[src/qtu_pkg.sv]
// qtu_pkg: shared constants for the q-table update engine
// register indexes, configuration reset values and default sizes
// no dependencies
`timescale 1ns / 1ps
`default_nettype none

package qtu_pkg;

    // default sizes, handed to the top-level parameters
    localparam int DEF_MAX_STATES  = 16;
    localparam int DEF_MAX_ACTIONS = 32;
    localparam int DEF_VALUE_WIDTH = 16;

    // configuration port
    localparam int CFG_IDX_W  = 2;
    localparam int CFG_DATA_W = 16;

    localparam logic [CFG_IDX_W-1:0] REG_STEP_SIZE     = 2'd0;
    localparam logic [CFG_IDX_W-1:0] REG_DISCOUNT      = 2'd1;
    localparam logic [CFG_IDX_W-1:0] REG_NUM_ACTIONS   = 2'd2;

    // configuration reset values
    localparam logic [15:0] LR_RESET   = 16'd6554;
    localparam logic [15:0] DISC_RESET = 16'd58982;
    localparam logic [5:0]  NACT_RESET = 6'd22;

    // payload widths fixed by the interface
    localparam int STATE_W  = 4;
    localparam int ACTION_W = 5;
    localparam int FIX_W    = 16;
    localparam int NACT_W   = 6;

endpackage

`default_nettype wire

[src/qtu_update_alu.sv]
// qtu_update_alu: four-stage pipeline for q + alpha*(r + gamma*max - q)
// rounding is add-half then arithmetic shift; only the final sum saturates
// uses qtu_pkg
`timescale 1ns / 1ps
`default_nettype none

module qtu_update_alu #(
    parameter int VW = 16
) (
    input  wire logic                           clk,
    input  wire logic                           rst_n,
    input  wire logic                           go,
    input  wire logic signed [VW-1:0]           q,
    input  wire logic signed [VW-1:0]           best,
    input  wire logic signed [qtu_pkg::FIX_W-1:0] reward,
    input  wire logic [15:0]                    step_size,
    input  wire logic [15:0]                    discount,
    output logic                                valid,
    output logic signed [VW-1:0]                value
);

    import qtu_pkg::*;

    localparam int DW  = ((VW > FIX_W) ? VW : FIX_W) + 3;
    localparam int P1W = VW + 17;
    localparam int P2W = DW + 17;
    localparam int SW  = DW + 2;

    localparam logic signed [SW-1:0] VMAX = {{(SW - VW + 1){1'b0}}, {(VW - 1){1'b1}}};
    localparam logic signed [SW-1:0] VMIN = ~VMAX;

    logic                    v1_reg, v2_reg, v3_reg, v4_reg;
    logic signed [P1W-1:0]   prod1_reg;
    logic signed [VW-1:0]    q1_reg, q2_reg, q3_reg;
    logic signed [FIX_W-1:0] rw1_reg;
    logic signed [DW-1:0]    d_reg;
    logic signed [P2W-1:0]   prod2_reg;
    logic signed [VW-1:0]    value_reg;

    logic signed [P1W-1:0]   rnd1;
    logic signed [P1W-17:0]  t_val;
    logic signed [DW-1:0]    d_next;
    logic signed [P2W-1:0]   rnd2;
    logic signed [P2W-17:0]  delta;
    logic signed [SW-1:0]    sum;
    logic signed [VW-1:0]    value_next;

    always_comb
    begin
        rnd1   = prod1_reg + P1W'(32768);
        t_val  = rnd1[P1W-1:16];
        d_next = DW'(rw1_reg) + DW'(t_val) - DW'(q1_reg);

        rnd2  = prod2_reg + P2W'(32768);
        delta = rnd2[P2W-1:16];
        sum   = SW'(q3_reg) + SW'(delta);
        if (sum > VMAX)
        begin
            value_next = VMAX[VW-1:0];
        end
        else if (sum < VMIN)
        begin
            value_next = VMIN[VW-1:0];
        end
        else
        begin
            value_next = sum[VW-1:0];
        end
    end

    always_ff @(posedge clk or negedge rst_n)
    begin
        if (!rst_n)
        begin
            v1_reg <= 1'b0;
            v2_reg <= 1'b0;
            v3_reg <= 1'b0;
            v4_reg <= 1'b0;
        end
        else
        begin
            v1_reg <= go;
            v2_reg <= v1_reg;
            v3_reg <= v2_reg;
            v4_reg <= v3_reg;
        end
    end

    always_ff @(posedge clk)
    begin
        // gamma * max
        prod1_reg <= P1W'($signed({1'b0, discount})) * P1W'(best);
        q1_reg    <= q;
        rw1_reg   <= reward;
        // temporal difference
        d_reg     <= d_next;
        q2_reg    <= q1_reg;
        // alpha * difference
        prod2_reg <= P2W'($signed({1'b0, step_size})) * P2W'(d_reg);
        q3_reg    <= q2_reg;
        value_reg <= value_next;
    end

    assign valid = v4_reg;
    assign value = value_reg;

endmodule

`default_nettype wire

[config.mk]
export PLATFORM = sky130hd
export DESIGN_NAME = qtu_update_alu
export DESIGN_NICKNAME = d
export VERILOG_FILES = /design/src/qtu_pkg.sv /design/src/qtu_update_alu.sv
export SDC_FILE = /design/constraint.sdc
export NUM_CORES = 2
export LEC_CHECK = 0
export ABC_AREA = 1
export BUFFER_PORTS_ARGS = -buffer_cell sky130_fd_sc_hd__buf_4
export CORE_MARGIN = 5
export CORE_UTILIZATION = 45
export CTS_BUF_LIST = sky130_fd_sc_hd__clkbuf_8
export DETAILED_ROUTE_END_ITERATION = 12
export PLACE_DENSITY = 0.63
export RECOVER_POWER = 100
export SYNTH_ARGS = -nofsm -noshare
export SYNTH_HDL_FRONTEND = slang
export SYNTH_SLANG_ARGS = --single-unit
[constraint.sdc]
create_clock -name clk -period 5.8 [get_ports clk]
set_input_delay 1.16 -clock clk [delete_from_list [all_inputs] [get_ports clk]]
set_output_delay 1.16 -clock clk [all_outputs]
set_load 0.02 [all_outputs]
## Yosys cells after proc, flatten, opt, wreduce, memory -nomap -nowiden

Index checks and enable logic that the tools add are counted.

- $lt $le $gt $ge: 2
- $add $sub $neg: 5
- Multiply operators: 2
- Mux-type cells: 1

Operator list:

| cell | number |
|---|---|
| adder 36 x 17 -> 36 bit (second input constant) | 1 |
| multiplier 17 x 19 -> 36 bit | 1 |
| adder 33 x 17 -> 33 bit (second input constant) | 1 |
| multiplier 17 x 16 -> 33 bit | 1 |
| adder 16 x 20 -> 21 bit | 1 |
| > comparator 21 x 16 -> 1 bit (second input constant) | 1 |
| < comparator 21 x 16 -> 1 bit (second input constant) | 1 |
| subtractor 18 x 16 -> 19 bit | 1 |
| adder 16 x 17 -> 18 bit | 1 |
| two-way mux 16 bit | 1 |

- Logic and storage cells: 22
- Input bits: 83
- Output and inout port bits: 17
- Bits in registers: 172

## Logic depth before layout (Yosys ltp)

- Word-level depth: 4
- Mapped depth: 29
- Mapped depth without buffers: 27

## Worst setup path before layout

OpenSTA, ideal clock, no wires.

- Path type: input -> register
- Start point: input step_size[3]
- End point: register prod2_reg[33]
- Buffers on the path: 2
- Stages on the path: 21
- Arrival: 6.320 ns
- Path slack: -0.632 ns
- Data required time: 5.688 ns
- Setup time: 0.112 ns
- Path through: clkbuf_1 -> clkbuf_1 -> nand2_1 -> fa_1 -> fa_1 -> inv_1 -> fa_1 -> fa_1 -> fa_1 -> inv_1 -> fa_1 -> inv_1 -> ha_1 -> a21oi_1 -> inv_1 -> a31oi_1 -> o211ai_1 -> a31oi_1 -> nand2_1 -> nand2_1 -> nand2_1

- Cells in the longest elaborated chain, start to end: 1

Ends and longest elaborated chain:

| item | RTL line | source |
|---|---|---|
| start: declaration | qtu_update_alu.sv:16 | `input wire logic [15:0] step_size,` |
| multiplier 17 x 19 -> 36 bit | qtu_update_alu.sv:99 | `prod2_reg <= P2W'($signed({1'b0, step_size})) * P2W'(d_reg);` |
| end signal: assignment | qtu_update_alu.sv:99 |  |
| end: declaration | qtu_update_alu.sv:37 | `logic signed [P2W-1:0] prod2_reg;` |

Every way passes these cells.
A chain may end at the register's enable or synchronous reset.

## Final worst setup path

- Start point: input step_size[13]
- End point: register prod2_reg[25]

Same word-level chain as after synthesis.

==> results.md <==
- Starting Density: 0.455
- Synth top area cells: fa_1 (38%), inv_1 (14%), nand2_1 (12%)
- DR DRC count: 0
- Crit. End Element: flip-flop
- Cell with the most instances after synthesis: inv_1
- Die Height: 257 µm
- Worst-Skew Late Latency: 0.48 ns
- Worst path slowest cell: fa_1
- Gr usage total: 0.207
- Clock Skew: 0.0235 ns
- Synth cell count leaders: inv_1 (1,046), nand2_1 (883), fa_1 (516), ha_1 (249), dfxtp_1 (138)
- Gr busiest metal: met2
- Slowest stage delay, CP: 0.59 ns
- Layout fillers: 5,751
- Synth Register Bits: 142
- Worst path cell trace: buf_12 -> nand2_4 -> inv_4 -> fa_1 -> inv_2 -> fa_1 -> inv_2 -> fa_1 -> fa_1 -> fa_1 -> inv_2 -> fa_1 -> inv_2 -> ha_4 -> nand2_8 -> buf_4 -> o21ai_2 -> a21oi_2 -> or2_2 -> nand4_1 -> nand2_2
- Number of flops mapped to enable cells by yosys: 0
- First-pass GRT wire length: 113 mm
- Synth Instances: 3,546
- Initial DRC Count: 1,109
- WP data required: 6.15 ns
- Startpoint types: primary input
- Yosys top cell by area: fa_1
- Vias: 21,900
- Period utilization: 0.969
- Final hold vios: 0
- Max Cap Viol: 0
- Fin crit period: 5.62 ns
- Core area: 60,400 µm²
- GR Util met1: 0.274
- Row count: 90
- I/O pins: 100
- Vias per Instance: 4.72
- GR Overflow Total: 0
- Nets@finish: 4,679
- Die ar.: 66,100 µm²
- Fin. max-slew vios: 0
- RSZ-0062 raised after global routing: yes
- Relative slew slack: 0.587
- Tightest Hold Check Type: flip-flop to flip-flop
- Most used DFF post-synth: dfxtp_1
- Die Span X: 257 µm
- Worst EP arrival: 5.97 ns
- TritonCTS clock tree: done
- Worst-path maximum fanout: 11
- FMAX: 0.178 GHz
- Initial antenna violation count: 2
- Yosys Warn Count: 0
- Detailed Place HPWL: 58.6 mm
- TritonCTS Buffers: 17
- M3 GR Usage: 0.0190
- Count of final setup violators: 0
- Asr flop ratio synth: 0.0282
- Clock root buffer: clkbuf_8
- # port buffers: 99
- WL/cell: 14.3 µm
- Post-Route Utilization: 0.532
- Worst Setup Path Type: primary input to flip-flop
- Worst-path clk slew: 0.10 ns
- Post-synth cell types: 48
- Maximum clock path buffer count: 2
- Syn avg cell area: 7.74 µm²
- CP dominant cell by count: fa_1
- Largest net degree at the start of global routing: 19
- Gpl congestion: 0.895
- Vias in the first global route: 23,200
- Cell area after synthesis: 27,500 µm²
- Share of post-route cells with drive strength above 1: 0.153
- Status: finished, final reports clean
- TritonRoute pass-1 iters: 5
- Top-area cell type share of the netlist area: 0.376
- Area Overhead vs Synth: 16.9%
- Max reg flops: 21
- Htree depth: 4
- DRT Wirelength: 66.2 mm
- Post-synthesis sequential area ratio: 0.104
- Antenna-violating nets left: 0
- Syn Nets: 4,394
- Worst-margin pin slew: 0.619 ns
- GRT met2 Usage: 0.376
- Total clock sinks: 142
==> layout by cell type, fill, tap and decap left out, types with 29 or more instances in the layout <==
cell      instances
clkbuf_4         32
nand3_1          63
a21oi_1          93
inv_1          1033
fa_1            506
nand2_1         855
o21ai_0          37
dfxtp_1         135
nand2_2          37
buf_4           316
xor2_1           64
ha_1            220
ha_4             29
nor2_1          108
==> metrics by stage <==
stage | instance area [µm²] | TNS [ns] | instances | hold slack, ns | worst slack, ns
2_1_floorplan | 28500 | 0 | 3546 | 0.310 | 0.00321
3_5_place_dp | 31400 | -11.42 | 4584 | 0.312 | -0.437
5_1_grt | 32100 | -0.0955 | 4626 | 0.336 | -0.0277
6_report | 32100 | 0 | 4627 | 0.325 | 0.182
3_3_place_gp | 31400 | -9.64 | 4584 | 0.311 | -0.387
4_1_cts | 31900 | 0 | 4616 | 0.329 | 0.0578
==> cell families after synthesis <==
logic type	synth area share
buf+inv	0.161
simple gates	0.171
fa+ha+maj	0.490
compound gates	0.0445
flops	0.104
xor+xnor	0.0290
==> per-layer routing <==
metal,share of wire,wire (µm)
met3,0.039,2550
met5,0.00020,13
met2,0.51,33600
met4,0.017,1120
met1,0.44,28900
==> critical path: cells and delay by family <==
family / cells / cell delay (ns)
AOI/OAI and AO/OA: 2 / 0.26
adders and majority gates: 7 / 3.44
and+or+nand+nor: 5 / 0.60
buffers and inverters: 7 / 0.49
==> path summary, 6_finish.rpt <==
path	slack, ns	from	to	cells past startpoint
max reg2reg	0.32	d_reg[18]	prod2_reg[34]	19
max in group asynchronous	5.14	rst_n	valid	1
min	0.32	q2_reg[0]	q3_reg[0]	0
max	0.18	step_size[13]	prod2_reg[25]	21
min reg2reg	0.32	q2_reg[0]	q3_reg[0]	0
min in group asynchronous	0.49	rst_n	v1_reg	1
==> timing repair <==
item,CTS,global route
buffers inserted,0,10
hold endpoints to repair,0,0
hold buffers,0,0
resized for setup,0,93
endpoints found under the setup margin,0,28
==> cell type report <==
| cell class | instances | area, µm² | share of cell area |
|---|---|---|---|
| Multi-Input combinational cell | 2230 | 20900 | 0.650 |
| Tap cell | 782 | 978 | 0.0305 |
| Inverter | 1051 | 3960 | 0.123 |
| Timing Repair Buffer | 388 | 3020 | 0.0940 |
| Clock inverter | 15 | 185 | 0.00577 |
| Timing Repair inverter | 1 | 5.00 | 0.000156 |
| Sequential cell | 142 | 2870 | 0.0893 |
| Antenna cell | 1 | 2.50 | 0.0000779 |
| Clock buffer | 17 | 234 | 0.00729 |
Power is not shown: default switching activity piles up to over one toggle a cycle in this logic, so the estimate is an artifact.
